--- src/design/crl_pkg.sv ---
// Shared types and constants for the color ramp lookup pipeline.
package crl_pkg;

  localparam int VAL_W       = 16;
  localparam int CH_W        = 8;
  localparam int NUM_CH      = 4;
  localparam int COLOR_W     = NUM_CH * CH_W;
  localparam int IDX_PORT_W  = 3;
  localparam int CNT_W       = 4;
  localparam int CNT_EXT_W   = CNT_W + 1;
  localparam int NUM_W       = VAL_W + CH_W;
  localparam int DIV_STAGES  = 4;
  localparam int DIV_STEP    = CH_W / DIV_STAGES;
  localparam int ST_IN       = 1;
  localparam int ST_ENC      = 2;
  localparam int ST_OPND     = 3;
  localparam int ST_PROD     = 4;
  localparam int ST_NUM      = 5;
  localparam int ST_DIV0     = 6;
  localparam int STAGES      = ST_DIV0 + DIV_STAGES - 1;
  localparam int TAIL_STAGES = STAGES - ST_OPND;

  localparam logic [CNT_W-1:0] STOP_COUNT_RESET = 4'd4;
  localparam logic [CNT_EXT_W-1:0] MIN_STOPS    = 5'd2;

  typedef enum logic {
    CMD_LOAD = 1'b0,
    CMD_MAP  = 1'b1
  } cmd_t;

  typedef logic [STAGES:ST_IN] stage_en_t;

endpackage

--- src/design/crl_stop_table.sv ---
// Stop storage, parallel threshold search and segment operand fetch.
module crl_stop_table #(
  parameter int MAX_STOPS = 8,
  parameter int IW        = 3
) (
  input  logic                        clk,
  input  crl_pkg::stage_en_t          le,
  input  logic                        wr_en,
  input  logic [IW-1:0]               wr_addr,
  input  logic [crl_pkg::VAL_W-1:0]   wr_pos,
  input  logic [crl_pkg::COLOR_W-1:0] wr_color,
  input  logic [crl_pkg::VAL_W-1:0]   s1_value,
  input  logic [IW-1:0]               n_last,
  output logic [IW-1:0]               s3_upper,
  output logic                        s3_mix,
  output logic [crl_pkg::VAL_W-1:0]   s3_d,
  output logic [crl_pkg::VAL_W-1:0]   s3_n,
  output logic [crl_pkg::COLOR_W-1:0] s3_cl,
  output logic [crl_pkg::COLOR_W-1:0] s3_cu
);

  logic [crl_pkg::VAL_W-1:0]   pos_r   [MAX_STOPS];
  logic [crl_pkg::COLOR_W-1:0] color_r [MAX_STOPS];

  logic [MAX_STOPS-1:0]        lt;
  logic [IW-1:0]               upper_nxt;
  logic [IW-1:0]               s2_upper_r;
  logic [crl_pkg::VAL_W-1:0]   s2_value_r;

  logic [IW-1:0]               lower;
  logic [crl_pkg::VAL_W-1:0]   tl;
  logic [crl_pkg::VAL_W-1:0]   tu;
  logic                        mix_nxt;

  logic [IW-1:0]               s3_upper_r;
  logic                        s3_mix_r;
  logic [crl_pkg::VAL_W-1:0]   s3_d_r;
  logic [crl_pkg::VAL_W-1:0]   s3_n_r;
  logic [crl_pkg::COLOR_W-1:0] s3_cl_r;
  logic [crl_pkg::COLOR_W-1:0] s3_cu_r;

  always_ff @(posedge clk) begin
    if (wr_en) begin
      pos_r[wr_addr]   <= wr_pos;
      color_r[wr_addr] <= wr_color;
    end
  end

  always_comb begin
    for (int i = 0; i < MAX_STOPS; i++) begin
      lt[i] = (s1_value < pos_r[i]);
    end
    upper_nxt = n_last;
    for (int i = MAX_STOPS - 2; i >= 0; i--) begin
      if ((IW'(i) < n_last) && lt[i]) begin
        upper_nxt = IW'(i);
      end
    end
  end

  always_ff @(posedge clk) begin
    if (le[crl_pkg::ST_ENC]) begin
      s2_upper_r <= upper_nxt;
      s2_value_r <= s1_value;
    end
  end

  always_comb begin
    lower   = s2_upper_r - IW'(1);
    tl      = pos_r[lower];
    tu      = pos_r[s2_upper_r];
    mix_nxt = (s2_upper_r != '0) && (tu > tl) && (s2_value_r < tu);
  end

  always_ff @(posedge clk) begin
    if (le[crl_pkg::ST_OPND]) begin
      s3_upper_r <= s2_upper_r;
      s3_mix_r   <= mix_nxt;
      s3_d_r     <= tu - tl;
      s3_n_r     <= s2_value_r - tl;
      s3_cl_r    <= color_r[lower];
      s3_cu_r    <= color_r[s2_upper_r];
    end
  end

  assign s3_upper = s3_upper_r;
  assign s3_mix   = s3_mix_r;
  assign s3_d     = s3_d_r;
  assign s3_n     = s3_n_r;
  assign s3_cl    = s3_cl_r;
  assign s3_cu    = s3_cu_r;

endmodule

--- config.mk ---
export PLATFORM = sky130hd
export DESIGN_NAME = crl_stop_table
export DESIGN_NICKNAME = d
export VERILOG_FILES = /design/src/design/crl_pkg.sv /design/src/design/crl_stop_table.sv
export SDC_FILE = /design/constraint.sdc
export NUM_CORES = 1
export LEC_CHECK = 0
export ABC_AREA = 1
export BUFFER_PORTS_ARGS = -buffer_cell sky130_fd_sc_hd__buf_2
export CAP_MARGIN = 0
export CORE_AREA = 2 2 232 234
export DETAILED_ROUTE_END_ITERATION = 12
export DIE_AREA = 0 0 234 236
export PLACE_DENSITY_LB_ADDON = 0.3
export SYNTH_ARGS = -nofsm -noshare
export SYNTH_HDL_FRONTEND = slang
export SYNTH_SLANG_ARGS = --single-unit
--- constraint.sdc ---
create_clock -name clk -period 6.3 [get_ports clk]
set_clock_uncertainty 0.2 [all_clocks]
set_input_delay 0.63 -clock clk [delete_from_list [all_inputs] [get_ports clk]]
set_output_delay 0.63 -clock clk [all_outputs]
set_load 0.02 [all_outputs]
# Yosys cells after proc, flatten, opt, wreduce, memory -nomap -nowiden
# Memory sizes are Yosys's and may differ from the RTL's. A register that Yosys moved wholly into a read port is not among the register bits.
# Index checks and enable logic that the tools add are counted.
dict set report classes {
  eq_ne 0
  n_mul 0
  shift 0
  div_mod_pow 0
  bitwise 0
  muxes 8
  add_sub_neg 3
  n_reduce_logical 12
  order_cmp 16
}
# op n
set ops {}
lappend ops {{$lt A16 B16 Y1} 8}
lappend ops {{$sub A16 B16 Y16} 2}
lappend ops {{$gt A16 B16 Y1} 1}
lappend ops {{$logic_and A1 B1 Y1} 9}
lappend ops {{$lt A3 B3 Y1 const A} 3}
lappend ops {{$mux W3} 3}
lappend ops {{$lt A1 B3 Y1 const A} 2}
lappend ops {{$lt A2 B3 Y1 const A} 2}
lappend ops {{$mux W2} 2}
lappend ops {{$reduce_or A4 Y1} 1}
lappend ops {{$mux W1} 3}
lappend ops {{$reduce_bool A3 Y1} 1}
lappend ops {{$sub A3 B1 Y3 const B} 1}
lappend ops {{$reduce_or A2 Y1} 1}
dict set report word_totals {
  romBits 0
  elab_cells 49
  regBits 55
  ram_bits 384
  n_memories 2
  in_bits 81
  latchBits 0
  output_inout_bits 100
}
# name words word_bits read_ports rd_ports_with_merged_regs wr line_no
set mem_list {}
lappend mem_list {color_r 8 32 2 2 1 crl_stop_table.sv:23} ;# logic [crl_pkg::COLOR_W-1:0] color_r [MAX_STOPS];
lappend mem_list {pos_r 8 16 9 0 1 crl_stop_table.sv:22} ;# logic [crl_pkg::VAL_W-1:0] pos_r [MAX_STOPS];

# Logic depth before layout (Yosys ltp)
# An unclocked memory read counts as a cell.
dict set report logic_depth {
  depth_word 9
  ltp_mapped 26
  depth_no_buf 20
}

# Least setup slack after synthesis
# Ideal clock, no wire load.
dict set report synth_timing {
  kind {register to register}
  start {register s2_upper_r[0]}
  end {register s3_d_r (netlist bit s3_d[14]), data pin}
  path_slack_ps 1883
  path_stages_with_launch 23
  setup_ps 265
  arrival_ps 3952
  path_buffers 7
  period_less_slack_ps 4417
  required_ps 5835
  cell_sequence {edfxtp_1 -> inv_2 -> buf_6 -> buf_6 -> buf_2 -> clkbuf_1 -> ha_1 -> buf_2 -> inv_1 -> clkbuf_1 -> clkbuf_1 -> a21oi_1 -> o21ai_0 -> a31oi_1 -> ha_1 -> fa_1 -> nand3b_1 -> nand2_1 -> nand2_1 -> nand2_1 -> a21oi_1 -> o21ai_0 -> xor2_1}
}
dict set report synth_between {
  elab_chain_cells 3
}
# item line_no
set synth_rtl {}
lappend synth_rtl {{from (decl)} crl_stop_table.sv:27} ;# logic [IW-1:0] s2_upper_r;
lappend synth_rtl {{from (signal assigned)} crl_stop_table.sv:63} ;# s2_upper_r <= upper_nxt;
lappend synth_rtl {{$sub A3 B1 Y3} crl_stop_table.sv:69} ;# lower = s2_upper_r - IW'(1);
lappend synth_rtl {{$mem_v2 Z8 W16 (*)} -}
lappend synth_rtl {{$sub A16 B16 Y16 (*)} crl_stop_table.sv:79} ;# s3_d_r <= tu - tl;
lappend synth_rtl {{to (signal assigned)} crl_stop_table.sv:79}
lappend synth_rtl {{to (decl)} crl_stop_table.sv:37} ;# logic [crl_pkg::VAL_W-1:0] s3_d_r;
# Every way passes the cells marked *; elsewhere a longest branch is shown, timed or not.
# A chain may end at the register's enable or synchronous reset.

# Final worst setup path
# Ends and elaborated chain as after synthesis.

==> flow_metrics.py <==
metrics = {
    "outcome": {
        "outcome": "completed",
    },
    "global_route": {
        "grt_max_degree": 296,
        "grt_pass1_vias": 19717,
        "grt_pass1_wl_um": 107000,
        "gr-total-overflow": 0,
        "grt_usage_pct": 25.4,
        "grt_antenna_before_repair": 8,
    },
    "detailed_routing": {
        "drc": 0,
        "dr.pass1.iters": 6,
        "ant_nets": 0,
        "via_per_inst": 5.86,
        "drt_wl_total_um": 71500,
        "via_count": 20244,
        "wl_per_cell_um": 20.7,
        "drt_iter0_markers": 2018,
    },
    "timing": {
        "finalHoldViolations": 0,
        "timing.slew.headroom_pct": 22.8,
        "tns_ps": 0,
        "max_freq_mhz": 202,
        "worstMarginPinSlew_ps": 1160,
        "min_period_ps": 4960,
        "rsz0062_at_grt": "no",
        "fin_crit_sh_pct": 78.8,
        "slew_violations": 0,
        "setup-violations-final": 0,
    },
    "synth": {
        "synth_cells": 2607,
        "synthTopCellsByArea": "edfxtp_1 (58%), o21ai_0 (7.4%), ha_1 (7.3%)",
        "synth_top_area_share_pct": 57.8,
        "syn_nets": 2843,
        "synth-warning-count": 0,
        "ys_ff_latch": 503,
        "yosysSeqAreaShare_pct": 57.8,
        "yosysTopAreaCell": "edfxtp_1",
        "synthDistinctLibCells": 32,
        "avgSynthCellArea_um2": 10.0,
        "synth_area_um2": 26200,
    },
    "clocking": {
        "hold_buffers": 0,
        "worstSkewPairLatency_ps": 630,
        "cts_resized": 0,
        "cts_buffer_depth": 3,
        "cts_tree": "done",
        "cts_root_buf": "clkbuf_16",
        "clk_transition_reported_paths_ps": 60,
        "cts_sinks": 503,
        "h-tree-depth": 2,
        "cts_buffers": 53,
        "post_cts.repair.setup_buffers": 0,
    },
    "layout": {
        "n_fill_cell": 4461,
        "fin_nets": 2946,
        "layout_common_cells": "edfxtp_1 (503), o21ai_0 (388), a21oi_1 (364), nand2_1 (298), inv_1 (295)",
        "drive_gt1_share_pct": 10.6,
        "layout_commonest_cell": "edfxtp_1",
        "syn_to_final_growth_pct": 12.3,
        "fin_cells": 3453,
    },
    "critical_path": {
        "worst_setup_path_start_kind": "register",
        "required_ps": 6460,
        "path_max_fanout": 155,
        "critical_path.max_stage_delay_ps": 940,
        "crit_type": "register to register",
        "crit_chain": "inv_8 > ha_4 > clkinv_2 > buf_4 > a21oi_1 > o21ai_0 > nand3_1 > nand2_1 > ha_1 > a21o_1 > inv_1 > nor2_1 > nor2_1 > nand2_1 > a21oi_1 > o21ai_0 > xor2_1",
        "crit_path_end_kind": "register",
        "worst_path_max_delay_cell": "buf_4",
        "crit_arrival_ps": 5120,
    },
    "job": {
        "drv_cap": 0,
    },
    "die": {
        "die_w_um": 234,
        "io_pins": 181,
        "start_util_pct": 49.3,
        "dieArea_um2": 55200,
        "coreArea_um2": 53100,
        "num_rows": 85,
        "die_h_um": 236,
    },
    "power": {
        "p_leak_uw": 0.0117,
        "ir_worst_vdd_uv": 201,
        "power.density_nw_per_um2": 323,
    },
    "worst_hold_path": {
        "hold_path_class": "input port to register",
    },
    "placed_design": {
        "place_inst": 3351,
        "io_buffers": 173,
        "gp_congestion": 0.877,
        "dp_hpwl_um": 42800,
    },
}
-- path summary, 6_finish.rpt --
check	start	to	slack, ps	cells after the start
worst min register to register	color_r[0][27]	s3_cu[27]	470	2
worst min-delay path	wr_color[21]	color_r[1][21]	70	1
worst max register to register	s2_upper_r[0]	s3_d[14]	1340	17
worst max-delay path	s2_upper_r[0]	s3_d[14]	1340	17
-- critical path: cells and delay by family (launching register included) --
family                   cells  cell delay [ps]
adder cells (fa/ha/maj)      2              620
AO/OA/AOI/OAI                5              820
flip-flops                   1              510
AND/OR/NAND/NOR              5              550
buffers and inverters        4             1780
XOR/XNOR                     1              160
-- power breakdown --
group          switching (uW)  total (uW)  internal (uW)
logic                    1420        2080            653
clock network            1340        3300           1960
registers                80.6        4090           4010
total                    2840        9470           6630
-- synth_stat cells --
library cell  count
a21oi_1         364
nor2_1          172
fa_1              2
nand3b_1          3
xor2_1           17
o21a_1            2
nor3_1           10
a21o_1            3
inv_1           297
o21bai_1          2
nand3_1          62
buf_4             3
buf_1            20
clkbuf_1         64
o211ai_1         34
o31ai_1           4
buf_2            54
a21boi_0          2
nand4_1          11
xnor2_1          11
o21ai_0         388
ha_1            153
a31oi_1          71
a211o_1           1
a211oi_1          7
a31o_2            1
xnor2_2           1
o21ai_1          39
nand2_1         298
edfxtp_1        503
inv_2             3
buf_6             5
-- cell type report --
cell class                      instances  area (um2)  share of cell area [%]
Clock inverter                         41         503                    1.71
Sequential cell                       503       15100                    51.4
Inverter                              300        1130                    3.87
Antenna cell                            3        7.51                  0.0256
Clock buffer                           58        1350                    4.58
Multi-Input combinational cell       1658        9340                    31.8
Tap cell                              696         871                    2.97
Timing Repair Buffer                  194        1050                    3.58
-- cells by family (layout without fill, tap and decap cells) --
group / after synthesis / after routing / share of synthesized area, %
compound gates: 918 / 918 / 18.5
buf+inv: 446 / 593 / 6.85
simple gates: 556 / 556 / 8.47
other cells: 0 / 3 / 0
xor+xnor: 29 / 29 / 1.00
fa+ha+maj: 155 / 155 / 7.47
flops: 503 / 503 / 57.8
-- flip-flops by register name, summed over array words and instances (netlist names) --
register and flops:
color_r 256, pos_r 128, s3_cl 32, s3_cu 32, s2_value_r 16, s3_d 16
s3_n 16, s2_upper_r 3, s3_upper 3, s3_mix 1
-- stage by stage --
step | setup slack (ps) | instance area (um2) | hold WS (ps) | utilization (%) | power, uW
CTS | 1290 | 29400 | 40.5 | 55.3 | 9500
finish | 1340 | 29400 | 72.7 | 55.3 | 9470
detailed placement | 1350 | 27500 | 454 | 51.8 | 6210
global placement | 1360 | 27500 | 454 | 51.8 | 6140
global route | 976 | 29400 | 64.3 | 55.3 | 9880
floorplan | 1880 | 26200 | 221 | - | 5560
-- routing by layer --
metal  track usage (%)  part of all wire (%)  wire length [um]  vias to the layer above
met3              3.63                   7.4              5300                      172
met4              9.51                   3.1              2200                       10
li1                  -                     -                 -                     9476
met5                 0                 0.083                59                        -
met2              44.4                    50             35600                      882
met1              31.8                    40             28300                     9704
Power figures use the tool's default switching activity.
