<file path="config.mk">
export PLATFORM = sky130hd
export DESIGN_NAME = crl_mix_lane
export DESIGN_NICKNAME = d
export VERILOG_FILES = /design/src/design/crl_pkg.sv /design/src/design/crl_mix_lane.sv
export SDC_FILE = /design/constraint.sdc
export NUM_CORES = 1
export LEC_CHECK = 0
export BUFFER_PORTS_ARGS = -buffer_cell sky130_fd_sc_hd__buf_2
export CAP_MARGIN = 20
export CORE_UTILIZATION = 55
export CTS_CLUSTER_SIZE = 40
export DETAILED_ROUTE_END_ITERATION = 7
export GPL_TIMING_DRIVEN = 0
export PLACE_DENSITY = 0.75
export SLEW_MARGIN = 15
export SYNTH_ARGS = -nofsm -noshare
export SYNTH_HDL_FRONTEND = slang
export SYNTH_SLANG_ARGS = --single-unit
</file>
<file path="constraint.sdc">
create_clock -name clk -period 19.7 [get_ports clk]
set_clock_uncertainty 0.2 [all_clocks]
set_input_delay 1.97 -clock clk [delete_from_list [all_inputs] [get_ports clk]]
set_output_delay 1.97 -clock clk [all_outputs]
set_load 0.005 [all_outputs]
</file>
<file path="src/design/crl_pkg.sv">
// Shared types and constants for the color ramp lookup pipeline.
package crl_pkg;

  localparam int VAL_W       = 16;
  localparam int CH_W        = 8;
  localparam int NUM_CH      = 4;
  localparam int COLOR_W     = NUM_CH * CH_W;
  localparam int IDX_PORT_W  = 3;
  localparam int CNT_W       = 4;
  localparam int CNT_EXT_W   = CNT_W + 1;
  localparam int NUM_W       = VAL_W + CH_W;
  localparam int DIV_STAGES  = 4;
  localparam int DIV_STEP    = CH_W / DIV_STAGES;
  localparam int ST_IN       = 1;
  localparam int ST_ENC      = 2;
  localparam int ST_OPND     = 3;
  localparam int ST_PROD     = 4;
  localparam int ST_NUM      = 5;
  localparam int ST_DIV0     = 6;
  localparam int STAGES      = ST_DIV0 + DIV_STAGES - 1;
  localparam int TAIL_STAGES = STAGES - ST_OPND;

  localparam logic [CNT_W-1:0] STOP_COUNT_RESET = 4'd4;
  localparam logic [CNT_EXT_W-1:0] MIN_STOPS    = 5'd2;

  typedef enum logic {
    CMD_LOAD = 1'b0,
    CMD_MAP  = 1'b1
  } cmd_t;

  typedef logic [STAGES:ST_IN] stage_en_t;

endpackage

</file>
<file path="src/design/crl_mix_lane.sv">
// One color channel: weighted mix and pipelined rounding division.
module crl_mix_lane (
  input  logic                      clk,
  input  crl_pkg::stage_en_t        le,
  input  logic [crl_pkg::CH_W-1:0]  cl,
  input  logic [crl_pkg::CH_W-1:0]  cu,
  input  logic [crl_pkg::VAL_W-1:0] d,
  input  logic [crl_pkg::VAL_W-1:0] n,
  input  logic                      mix,
  output logic [crl_pkg::CH_W-1:0]  res
);

  localparam int NW = crl_pkg::NUM_W;
  localparam int DS = crl_pkg::DIV_STAGES;

  logic [crl_pkg::VAL_W-1:0] dn;
  logic [NW-1:0]             p_lo_nxt;
  logic [NW-1:0]             p_hi_nxt;

  logic [NW-1:0]             p_lo_r;
  logic [NW-1:0]             p_hi_r;
  logic [crl_pkg::VAL_W-1:0] d4_r;
  logic [crl_pkg::CH_W-1:0]  cu4_r;
  logic                      mix4_r;

  logic [NW-1:0]             num5_r;
  logic [crl_pkg::VAL_W-1:0] d5_r;
  logic [crl_pkg::CH_W-1:0]  cu5_r;
  logic                      mix5_r;

  logic [NW-1:0]             rem_r  [DS];
  logic [crl_pkg::CH_W-1:0]  quo_r  [DS];
  logic [crl_pkg::VAL_W-1:0] dd_r   [DS];
  logic [crl_pkg::CH_W-1:0]  cuq_r  [DS];
  logic                      mixq_r [DS];

  logic [NW-1:0]             rem_nxt [DS];
  logic [crl_pkg::CH_W-1:0]  quo_nxt [DS];
  logic [crl_pkg::VAL_W-1:0] dd_in   [DS];
  logic [crl_pkg::CH_W-1:0]  cu_in   [DS];
  logic                      mix_in  [DS];
  logic [NW-1:0]             dsh     [DS][crl_pkg::DIV_STEP];

  always_comb begin
    dn       = d - n;
    p_lo_nxt = NW'(cl) * NW'(dn);
    p_hi_nxt = NW'(cu) * NW'(n);
  end

  always_ff @(posedge clk) begin
    if (le[crl_pkg::ST_PROD]) begin
      p_lo_r <= p_lo_nxt;
      p_hi_r <= p_hi_nxt;
      d4_r   <= d;
      cu4_r  <= cu;
      mix4_r <= mix;
    end
  end

  always_ff @(posedge clk) begin
    if (le[crl_pkg::ST_NUM]) begin
      num5_r <= p_lo_r + p_hi_r + NW'(d4_r >> 1);
      d5_r   <= d4_r;
      cu5_r  <= cu4_r;
      mix5_r <= mix4_r;
    end
  end

  always_comb begin
    for (int j = 0; j < DS; j++) begin
      if (j == 0) begin
        rem_nxt[j] = num5_r;
        quo_nxt[j] = '0;
        dd_in[j]   = d5_r;
        cu_in[j]   = cu5_r;
        mix_in[j]  = mix5_r;
      end else begin
        rem_nxt[j] = rem_r[j-1];
        quo_nxt[j] = quo_r[j-1];
        dd_in[j]   = dd_r[j-1];
        cu_in[j]   = cuq_r[j-1];
        mix_in[j]  = mixq_r[j-1];
      end
      for (int b = 0; b < crl_pkg::DIV_STEP; b++) begin
        dsh[j][b] = NW'(dd_in[j]) << (crl_pkg::CH_W - 1 - crl_pkg::DIV_STEP * j - b);
        if (rem_nxt[j] >= dsh[j][b]) begin
          rem_nxt[j] = rem_nxt[j] - dsh[j][b];
          quo_nxt[j][crl_pkg::CH_W - 1 - crl_pkg::DIV_STEP * j - b] = 1'b1;
        end
      end
    end
  end

  always_ff @(posedge clk) begin
    for (int j = 0; j < DS; j++) begin
      if (le[crl_pkg::ST_DIV0 + j]) begin
        rem_r[j]  <= rem_nxt[j];
        quo_r[j]  <= quo_nxt[j];
        dd_r[j]   <= dd_in[j];
        cuq_r[j]  <= cu_in[j];
        mixq_r[j] <= mix_in[j];
      end
    end
  end

  assign res = mixq_r[DS-1] ? quo_r[DS-1] : cuq_r[DS-1];

endmodule

</file>
# After elaboration in Yosys (flattened, before gate mapping)
# Memories as Yosys holds them, arrays and structs flattened.
# Index checks and enable logic that the tools add are counted.
[word_totals]
output_inout_bits = 8
ramBits = 228
wordCells = 60
n_memories = 5
register_bits = 122
[op_classes]
n_addsub = 11
mux = 25
n_lt_le_gt_ge = 8
mul = 2
[memory_table]
columns = ["memory", "depth", "width", "read_ports", "rd_ports_with_merged_regs", "wr", "line_no", "source"]
rows = [
  ["rem_r", 4, 24, 3, 0, 4, "crl_mix_lane.sv:31", "logic [NW-1:0] rem_r [DS];"],
  ["dd_r", 4, 16, 3, 0, 4, "crl_mix_lane.sv:33", "logic [crl_pkg::VAL_W-1:0] dd_r [DS];"],
  ["cuq_r", 4, 8, 4, 0, 4, "crl_mix_lane.sv:34", "logic [crl_pkg::CH_W-1:0] cuq_r [DS];"],
  ["quo_r", 4, 8, 4, 0, 4, "crl_mix_lane.sv:32", "logic [crl_pkg::CH_W-1:0] quo_r [DS];"],
  ["mixq_r", 4, 1, 4, 0, 4, "crl_mix_lane.sv:35", "logic mixq_r [DS];"],
]
[op_table]
columns = ["operator", "n"]
rows = [
  ["24-bit two-way mux", 8],
  ["8-bit by 16-bit multiplier with 24-bit output", 2],
  ["24-bit by 15-bit adder with 24-bit output", 1],
  ["24-bit adder", 1],
  ["24-bit by 16-bit greater-or-equal comparator with 1-bit output", 1],
  ["24-bit by 17-bit greater-or-equal comparator with 1-bit output", 1],
  ["24-bit by 18-bit greater-or-equal comparator with 1-bit output", 1],
  ["24-bit by 19-bit greater-or-equal comparator with 1-bit output", 1],
  ["24-bit by 20-bit greater-or-equal comparator with 1-bit output", 1],
  ["24-bit by 21-bit greater-or-equal comparator with 1-bit output", 1],
  ["24-bit by 22-bit greater-or-equal comparator with 1-bit output", 1],
  ["24-bit by 23-bit greater-or-equal comparator with 1-bit output", 1],
  ["24-bit by 16-bit subtractor with 24-bit output", 1],
  ["24-bit by 17-bit subtractor with 24-bit output", 1],
  ["24-bit by 18-bit subtractor with 24-bit output", 1],
  ["24-bit by 19-bit subtractor with 24-bit output", 1],
  ["24-bit by 20-bit subtractor with 24-bit output", 1],
  ["24-bit by 21-bit subtractor with 24-bit output", 1],
  ["24-bit by 22-bit subtractor with 24-bit output", 1],
  ["24-bit by 23-bit subtractor with 24-bit output", 1],
  ["1-bit two-way mux", 16],
  ["16-bit subtractor", 1],
  ["8-bit two-way mux", 1],
]

# Longest topological paths before layout
# Gate-level depths: netlist of run 1.
# An unclocked memory read counts as a cell.
[logic_depth]
word_depth = 5
depth_mapped = 28
ltp_nobuf = 27

# Worst setup path before layout of run 1
# Ideal clock, no wire load.
[synth_timing]
kind = "input to register"
startpoint = "input n[4] in the netlist's numbering"
endpoint = "register p_lo_r[21], data pin"
arrival_time_ps = 7578
slack_ps = 11664
stages = 25
t_required_ps = 19242
setup_ps = 258
cell_sequence = "clkbuf_1 inv_1 ha_1 or2_2 a21oi_1 a211oi_1 o31ai_1 o21bai_1 a21oi_1 xnor2_1 and2_1 fa_1 fa_1 fa_1 inv_1 fa_1 inv_1 ha_1 clkbuf_1 a21o_1 a22oi_1 o211ai_1 a31o_2 a21oi_1 xnor2_1"
[synth_between]
elab_chain_cells = 2
[synth_rtl]
columns = ["element", "line_no", "source"]
rows = [
  ["start: declaration", "crl_mix_lane.sv:8", "input logic [crl_pkg::VAL_W-1:0] n,"],
  ["16-bit subtractor", "crl_mix_lane.sv:45", "dn = d - n;"],
  ["8-bit by 16-bit multiplier with 24-bit output", "crl_mix_lane.sv:46", "p_lo_nxt = NW'(cl) * NW'(dn);"],
  ["named net p_lo_nxt[21]", "crl_mix_lane.sv:17", "logic [NW-1:0] p_lo_nxt;"],
  ["end signal: assignment", "crl_mix_lane.sv:52", "p_lo_r <= p_lo_nxt;"],
  ["end: declaration", "crl_mix_lane.sv:20", "logic [NW-1:0] p_lo_r;"],
]
# The timed path passes the listed nets, and every way through them passes these cells.
# A chain may end at the register's enable or synchronous reset.

# Final worst setup path of run 1
[layout_timing]
startpoint = "input n[3] in the netlist's numbering"
endpoint = "register p_lo_r[20], data pin"
# The elaborated chain is that of the path after synthesis.

==> key figures, run 1 <==
Synthesis
  – Synthesized Nets: 3107
  – Flop and latch count out of synthesis: 298
  – Asr flop ratio synth: 0%
  – Cells after synthesis: 2595
  – Post-synth cell types: 80
  – Synth top area cells: edfxtp_1, fa_1, ha_1, inv_1, xnor2_1
  – Post-synthesis cell area: 0.02673 mm2
  – YS warnings: 0
  – Most used DFF post-synth: edfxtp_1
  – Mean post-synth cell area: 10.30 um2
  – Yosys top cell area share: 33.47%
  – Sequential area share after synthesis: 33.47%
  – EDFF count, synth: 298
  – Area leader, netlist: edfxtp_1

GRT
  – Global-route wire length before repair: 101400 um
  – Vias in the first global route: 20410
  – Met2 Use GR: 48.84%
  – Initial antenna violation count: 1
  – Largest net degree at the start of global routing: 65
  – Global route hottest layer: met2
  – Met3 Track Usage GR: 3.451%
  – Met1 Use GR: 26.99%
  – Grt total ovfl: 0
  – Overall Global Routing Usage: 25.87%

Hold path
  – Hold Path Depth: 0
  – Hold Path End: cu5_r[4]$_DFFE_PP_
  – Hold Path Class: flip-flop to flip-flop
  – Start point of the worst hold path: cu4_r[4]$_DFFE_PP_

Critical path
  – Worst R2R Path Depth: 21
  – Crit Path Max Fanout: 9
  – CP endpoint kind: flip-flop
  – Worst r2r src: d5_r[10]$_DFFE_PP_
  – Critical Path Source Type: input port
  – WP data required: 19.80 ns
  – Worst Path Arrival: 9.33 ns
  – FF-to-FF End: rem_r[0][20]$_DFFE_PP_
  – FF-to-FF setup slack: 12.44 ns
  – Crit path kind: input port to flip-flop

STA
  – Max Freq: 0.1083 GHz
  – Final min period: 9.236 ns
  – RSZ-0062 raised after global routing: false
  – Final slew viol count: 0
  – Final Cycle Share: 46.88%
  – Post-Route Setup TNS: 0 ns
  – Max-slew headroom: 29.36%
  – Pin slew with the least headroom to its limit: 1.046 ns
  – Final hold viol count: 0
  – Finish-stage setup viols: 0

Floorplan
  – Die Wd: 222.5 um
  – Die height: 222.5 um
  – # IOs: 67
  – Core area: 0.04785 mm2
  – Die ar.: 0.04949 mm2
  – Row cnt: 80
  – Initial Utilization: 55.87%

Detailed routing
  – Residual DRC: 0
  – DRT Wirelength: 61640 um
  – Via density: 5.744
  – DRT antenna net count: 0
  – DR iter-0 viols: 834
  – Via count: 19100
  – DR pass1 iterations: 5
  – Wire per inst: 18.54 um

Place
  – IO Port Bufs: 50
  – Final GP Congestion: 0.9029
  – Detail Placement HPWL: 50450 um

Clock tree
  – Total CTS buffers: 35
  – PostCTS Resize Cnt: 0
  – Clk_lat worst skew: 0.55 ns
  – Post-CTS setup buffer count: 0
  – Clk pin slew, worst setup/hold paths: 0.06 ns
  – H-tree depth: 2
  – CTS Hold Bufs: 0
  – Clock Sinks: 298
  – Max Root-Sink Buffers: 3
  – CTS tree: yes
  – CTS root buf: clkbuf_16

Final layout
  – Filler Cell Count: 3918
  – P&R area growth vs syn: 8.397%
  – Final #Nets: 3196
  – Layout cells sized above 1: 7.976%

Run
  – Max Cap Viol: 0

Outcome
  – Status: completed
cell usage in the layout (no fill, tap or decap), types with 10 or more instances in the layout:
| master | count |
|---|---|
| a211oi_1 | 21 |
| a21boi_0 | 10 |
| a21o_1 | 53 |
| a21oi_1 | 148 |
| a31oi_1 | 17 |
| and2_1 | 153 |
| and3_1 | 14 |
| buf_2 | 50 |
| clkbuf_1 | 47 |
| clkbuf_16 | 36 |
| edfxtp_1 | 298 |
| fa_1 | 192 |
| ha_1 | 261 |
| inv_1 | 322 |
| mux2_2 | 57 |
| mux2i_1 | 11 |
| nand2_1 | 214 |
| nand2b_1 | 24 |
| nand3_1 | 41 |
| nand4_1 | 25 |
| nor2_1 | 112 |
| nor2b_1 | 38 |
| nor3_1 | 33 |
| o211ai_1 | 12 |
| o21a_1 | 34 |
| o21ai_0 | 105 |
| o21bai_1 | 15 |
| o31a_1 | 11 |
| o31ai_1 | 12 |
| or2_2 | 18 |
| or3_1 | 21 |
| xnor2_1 | 125 |
| xor2_1 | 28 |
critical path, cell delays in order:
cell,delay [ns]
clkbuf_1,0.35
inv_1,0.25
ha_1,0.39
o21ai_0,0.24
nand2b_1,0.15
a21oi_1,0.09
xnor2_1,0.65
nand2_1,0.20
fa_1,0.54
fa_1,0.54
inv_1,0.05
fa_1,0.49
fa_1,0.41
ha_1,0.34
and2_1,0.17
a2111oi_0,0.51
o21ai_0,0.25
o41ai_1,0.88
o221ai_1,0.35
a21o_1,0.25
a21oi_1,0.18
xnor2_1,0.08
metal layers:
layer / up-vias / wire, um
li1: 9229 / -
met3: 188 / 2196
met5: - / 13
met2: 413 / 32800
met1: 9267 / 22750
met4: 2 / 3874
Yosys cell counts (10+ instances only):
master	count
nor2b_1	38
and3_1	14
a31oi_1	17
nand3_1	41
nand2b_1	24
inv_1	322
o31ai_1	12
o211ai_1	12
a21boi_0	10
xnor2_1	125
o31a_1	11
edfxtp_1	298
o21ai_0	105
ha_1	261
nor3_1	33
or3_1	21
or2_2	18
o21a_1	34
a211oi_1	21
mux2i_1	11
a21oi_1	148
nor2_1	112
clkbuf_1	42
and2_1	153
nand4_1	25
xor2_1	28
nand2_1	214
mux2_2	57
a21o_1	53
fa_1	192
o21bai_1	15
metrics by stage:
step / util [%] / cells / worst slack (ns) / hold slack [ns] / area [um2]
after floorplan: - / 2595 / 11.66 / 0.2003 / 26730
after global placement: 58.00 / 3260 / 10.16 / 0.2012 / 27750
after detailed placement: 58.07 / 3261 / 9.969 / 0.2045 / 27780
after CTS: 60.52 / 3322 / 10.50 / 0.2105 / 28960
after global routing: 60.55 / 3323 / 9.963 / 0.2198 / 28970
final: 60.56 / 3325 / 10.46 / 0.2129 / 28980
cell type report:
class	instances	area, um2	share of cell area [%]
tap	615	769.5	2.655
multi-input combinational	1923	16340	56.40
antenna	2	5.005	0.01727
timing repair buffer	52	295.3	1.019
clock buffer	41	919.6	3.174
sequential	298	8949	30.88
clock inverter	20	255.2	0.8808
inverter	324	1221	4.214
buffer	50	219.0	0.7556
logic make-up after synthesis:
| logic type | after synthesis | synth area share, % |
|---|---|---|
| AOI/OAI and AO/OA | 504 | 12.09 |
| xor gates and xnor gates | 153 | 5.013 |
| adders and majority gates | 453 | 26.59 |
| buffers and inverters | 374 | 5.387 |
| DFF | 298 | 33.47 |
| muxes | 77 | 3.304 |
| and+or+nand+nor | 736 | 14.13 |
state kept, by name (all words and copies together) (netlist names), 20 cells and up:
| name | cells |
|---|---|
| num5_r | 24 |
| p_lo_r | 24 |
| rem_r | 72 |
| dd_r | 48 |
| cuq_r | 32 |
| p_hi_r | 24 |
| quo_r | 20 |
worst max path at each step:
stage | endpoint | cells after the start | start | slack, ns
floorplan | p_lo_r[21]$_DFFE_PP_ | 25 | n[4] | 11.66
global placement | p_lo_r[20]$_DFFE_PP_ | 22 | n[3] | 10.16
detailed placement | p_lo_r[20]$_DFFE_PP_ | 24 | n[1] | 9.97
CTS | p_lo_r[20]$_DFFE_PP_ | 22 | n[3] | 10.50
global route | p_lo_r[20]$_DFFE_PP_ | 22 | n[3] | 9.96
finish | p_lo_r[20]$_DFFE_PP_ | 22 | n[3] | 10.46
Power of run 1 is left out: the tool's default activity adds up to more than one toggle a clock period on the data nets, which glitch-free logic cannot reach.
==> run 2: changes to the inputs <==
- PLACE_DENSITY: 0.75 -> 0.77
- clock period: 19.7 -> 7.9 ns (I/O delays scaled with it)
==> key figures, run 2 (same netlist as run 1, synthesis figures left out) <==
Final layout
  – Top flop regs: rem_r (72), dd_r (48), cuq_r (32)
  – Most frequent cells in the layout: inv_1, edfxtp_1, ha_1
  – Layout cells sized above 1: 8.010% (+0.034 points)
  – Final non-filler cell total: 3324 (-0.030%)
  – Commonest non-fill, non-tap cell in the layout: inv_1
  – N_diodes: 0 (-2)
  – P&R area growth vs syn: 8.172%
  – Max reg flops: 72 (unchanged)
  – Final #Nets: 3196 (unchanged)
  – Most flop-heavy register: rem_r

GRT
  – Vias in the first global route: 20250 (-0.77%)
  – Initial antenna violation count: 1 (unchanged)
  – Grt total ovfl: 0 (unchanged)
  – Overall Global Routing Usage: 25.87% (about the same)
  – Global-route wire length before repair: 101500 um (+0.14%)
  – Largest net degree at the start of global routing: 56 (-14%)

STA
  – Max Freq: 0.1324 GHz
  – Pin slew with the least headroom to its limit: 1.079 ns (+0.03290 ns)
  – Final slew viol count: 0 (unchanged)
  – Final hold viol count: 0 (unchanged)
  – Finish-stage setup viols: 0 (unchanged)
  – Max-slew headroom: 27.48% (-1.9 points)
  – RSZ-0062 raised after global routing: false
  – Final Cycle Share: 95.58%
  – Final min period: 7.551 ns
  – Setup WS post-layout: 0.3493 ns (-10.12 ns)

Critical path
  – WP data required: 7.99 ns (-11.81 ns)
  – Worst Path Arrival: 7.64 ns (-1.69 ns)
  – Top cell by count, worst path: fa_1
  – Critical path depth: 25 (+14%)
  – Crit Path Max Fanout: 9 (unchanged)
  – Worst path max stage delay: 0.55 ns (-0.33 ns)
  – Critical Path Source Type: input port
  – Crit path kind: input port to flip-flop
  – Crit-path leading delay family: adder cells
  – Crit path buffers/inverters: 5 (+2)
  – FF-to-FF setup slack: 0.47 ns (-11.97 ns)
  – CP endpoint kind: flip-flop
  – Worst R2R Path Depth: 20 (-4.8%)
  – CP max stage cell: o31ai_1

Place
  – Post-place setup slack: -0.5516 ns (-10.52 ns)
  – Final GP Congestion: 0.9735 (+7.8%)
  – Placed insts: 3261 (unchanged)
  – Detail Placement HPWL: 50360 um (-0.17%)
  – IO Port Bufs: 50 (unchanged)

Hold path
  – Hold Path Class: flip-flop to flip-flop
  – Hold Path Depth: 0 (unchanged)

Floorplan
  – Core area: 0.04785 mm2 (unchanged)
  – Die Wd: 222.5 um (unchanged)
  – Initial Utilization: 55.87% (unchanged)
  – # IOs: 67 (unchanged)
  – Die ar.: 0.04949 mm2 (unchanged)
  – Die height: 222.5 um (unchanged)
  – Row cnt: 80 (unchanged)

Clock tree
  – Clk_lat worst skew: 0.55 ns (about the same)
  – Clock Sinks: 298 (unchanged)
  – CTS Hold Bufs: 0 (unchanged)
  – CTS root buf: clkbuf_16
  – Clk pin slew, worst setup/hold paths: 0.06 ns (about the same)
  – H-tree depth: 2 (unchanged)
  – Total CTS buffers: 35 (unchanged)
  – CTS tree: yes
  – Post-CTS setup buffer count: 0 (unchanged)
  – Max Root-Sink Buffers: 3 (unchanged)

Detailed routing
  – Residual DRC: 0 (unchanged)
  – DR iter-0 viols: 969 (+16%)
  – Via count: 19280 (+0.93%)
  – DR pass1 iterations: 6 (+1)
  – DRT Wirelength: 62120 um (+0.78%)
  – Wire per inst: 18.69 um (+0.81%)
  – Via density: 5.799 (+0.96%)
  – DRT antenna net count: 0 (unchanged)

Run
  – Max Cap Viol: 0 (unchanged)

Outcome
  – Status: completed
## run 2: changes by cell type in the layout (fill, tap and decap cells not counted), moves of 2 or more
cell	change
buf_12	+2
clkinv_2	+4
diode_2	-2
clkbuf_1	+2
bufinv_16	-2
## run 2: layout make-up
class,instances,area [um2]
fillers,3944,18930
clock inverters,20,196.4
flip-flops and latches,298,8949
inverters,324,1221
repair buffers,52,297.8
plain buffers,50,219.0
multi-input cells,1923,16360
clock buffers,42,902.1
well taps,615,769.5
## run 2: final timing paths
kind                             to                from
max            p_lo_r[21]$_DFFE_PP_                n[3]
min              cu5_r[4]$_DFFE_PP_  cu4_r[4]$_DFFE_PP_
max reg2reg  rem_r[0][19]$_DFFE_PP_   d5_r[9]$_DFFE_PP_
min reg2reg      cu5_r[4]$_DFFE_PP_  cu4_r[4]$_DFFE_PP_
## run 2: timing repair
item                                    CTS  global route
gates resized for setup                   1             1
endpoints found under the hold margin     0             0
endpoints found under the setup margin    1             1
## run 2: metrics by stage
stage               instance area (um2)  hold WS [ns]  TNS (ns)  util, %
floorplan                         26730        0.2003         0        -
global placement                  27750        0.2018    -1.252    58.00
detailed placement                27780        0.2045    -1.568    58.05
CTS                               28880        0.1964         0    60.36
global route                      28920        0.2047         0    60.44
finish                            28920        0.2037         0    60.44
## run 2: per-layer routing
layer | share of wire, % | global-route usage [%]
met1 | 37 | 27.66
met2 | 53 | 48.48
met3 | 4.0 | 3.888
met4 | 5.9 | 14.51
met5 | 0.013 | 0
Power of run 2 is left out for the same reason.
==> run 3: changes to the inputs <==
- CORE_UTILIZATION: 55 -> 30
- PLACE_DENSITY: 0.77 -> 0.47
- clock period: 7.9 -> 8.2 ns (I/O delays scaled with it)
==> key figures, run 3 (same netlist as run 1, synthesis figures left out) <==
Detailed routing
  – DR pass1 iterations: 5 (-1)
  – Residual DRC: 0 (unchanged)
  – DRT antenna net count: 0 (unchanged)
  – Via count: 18770 (-2.6%)
  – Wire per inst: 17.49 um (-6.4%)
  – DRT Wirelength: 67840 um (+9.2%)
  – DR iter-0 viols: 762 (-21%)
  – Via density: 4.841 (-17%)

Final layout
  – Most frequent cells in the layout: inv_1, edfxtp_1, ha_1
  – N_diodes: 0 (unchanged)
  – Layout cells sized above 1: 8.257% (+0.25 points)
  – Most flop-heavy register: rem_r
  – Final Util: 33.66% (-27 points)
  – Final #Nets: 3201 (+0.16%)
  – Max reg flops: 72 (unchanged)
  – P&R area growth vs syn: 11.27%
  – Commonest non-fill, non-tap cell in the layout: inv_1
  – Top flop regs: rem_r (72), dd_r (48), cuq_r (32)

Place
  – Post-place setup slack: -0.4384 ns (+0.1132 ns)
  – IO Port Bufs: 50 (unchanged)
  – Detail Placement HPWL: 55720 um (+11%)
  – Final GP Congestion: 0.9048 (-7.1%)

Critical path
  – WP data required: 8.29 ns (+0.30 ns)
  – CP max stage cell: o31ai_1
  – Worst r2r src: num5_r[2]$_DFFE_PP_
  – Worst path max stage delay: 0.59 ns (+0.04 ns)
  – Worst Path Arrival: 7.87 ns (+0.23 ns)
  – Critical Path Source Type: input port
  – Crit path buffers/inverters: 5 (unchanged)
  – Crit path launch: n[3]
  – Crit path kind: input port to flip-flop
  – Crit-path leading delay family: adder cells
  – Crit Path Max Fanout: 9 (unchanged)
  – CP endpoint kind: flip-flop
  – Top cell by count, worst path: fa_1

Clock tree
  – Max Root-Sink Buffers: 3 (unchanged)
  – Clk pin slew, worst setup/hold paths: 0.06 ns (about the same)
  – CTS Hold Bufs: 0 (unchanged)
  – Total CTS buffers: 37 (+5.7%)
  – CTS root buf: clkbuf_16
  – Clock Sinks: 298 (unchanged)
  – Clk_lat worst skew: 0.55 ns (about the same)
  – H-tree depth: 2 (unchanged)
  – CTS tree: yes

Hold path
  – Start point of the worst hold path: cu5_r[4]$_DFFE_PP_
  – Hold Path Class: flip-flop to flip-flop

Floorplan
  – # IOs: 67 (unchanged)
  – Die Wd: 300.5 um (+35%)
  – Core area: 0.08837 mm2 (+85%)
  – Die height: 300.5 um (+35%)
  – Row cnt: 109 (+36%)
  – Die ar.: 0.09031 mm2 (+82%)
  – Initial Utilization: 30.25% (-26 points)

STA
  – RSZ-0062 raised after global routing: false
  – Setup WS post-layout: 0.4197 ns (+0.07040 ns)
  – Final Cycle Share: 94.88%
  – Max-slew headroom: 29.75% (+2.3 points)
  – Finish-stage setup viols: 0 (unchanged)
  – Pin slew with the least headroom to its limit: 1.045 ns (-0.03372 ns)
  – Final hold viol count: 0 (unchanged)
  – Final min period: 7.780 ns
  – Final slew viol count: 0 (unchanged)
  – Max Freq: 0.1285 GHz

GRT
  – Largest net degree at the start of global routing: 52 (-7.1%)
  – Global-route wire length before repair: 107300 um (+5.7%)
  – Vias in the first global route: 20020 (-1.1%)
  – Grt total ovfl: 0 (unchanged)
  – Overall Global Routing Usage: 15.17% (-11 points)
  – Initial antenna violation count: 1 (unchanged)

Outcome
  – Status: completed

Run
  – Max Cap Viol: 0 (unchanged)
## run 3: changes by cell type in the layout (fill, tap and decap cells not counted), moves of 2 or more
cell / before / now
inv_6: 5 / 2
buf_2: 51 / 53
clkbuf_1: 49 / 47
buf_4: 3 / 1
buf_12: 2 / 5
clkbuf_16: 35 / 38
## run 3: worst reg2reg max path, delay by kind of cell, from the launching register on
family          cells  cell delay, ns
mux                 1            0.39
fa+ha+maj           1            0.28
flops               1            0.38
buf+inv             3            1.52
compound gates      8            1.85
simple gates        5            2.60
## run 3: layout make-up
cell class | count | area [um2]
Timing Repair Buffer | 55 | 352.8
Multi-Input combinational cell | 1923 | 16360
Clock inverter | 20 | 217.7
Buffer | 50 | 219.0
Clock buffer | 43 | 969.7
Sequential cell | 298 | 8949
Fill cell | 8963 | 58630
Tap cell | 1165 | 1458
Inverter | 324 | 1221
## run 3: per-stage QoR
step                      cell area, um2  hold slack, ns  setup TNS (ns)  cells
after floorplan                    26730          0.2003               0   2595
after global placement             28440          0.2049          -1.200   3810
after detailed placement           28500          0.2045          -1.180   3813
after CTS                          29690          0.2010               0   3876
after global routing               29750          0.2115               0   3878
final                              29750          0.2074               0   3878
## run 3: worst paths after layout
check,slack [ns],cells after the start,to
min reg2reg,0.21,0,cuq_r[0][4]$_DFFE_PP_
max,0.42,25,p_lo_r[21]$_DFFE_PP_
min,0.21,0,cuq_r[0][4]$_DFFE_PP_
max reg2reg,0.73,18,rem_r[0][18]$_DFFE_PP_
## run 3: layer usage
metal	vias up	share of wire, %	track usage [%]
li1	9239	-	-
met1	9089	41	17.06
met2	311	52	28.53
met3	133	2.3	1.530
met4	0	4.4	6.973
met5	-	0	0
## run 3: timing repair
| item | CTS | global route |
|---|---|---|
| buffers inserted | 0 | 0 |
| setup endpoints to repair | 0 | 4 |
| gates resized for setup | 0 | 2 |
Power of run 3 is left out for the same reason.
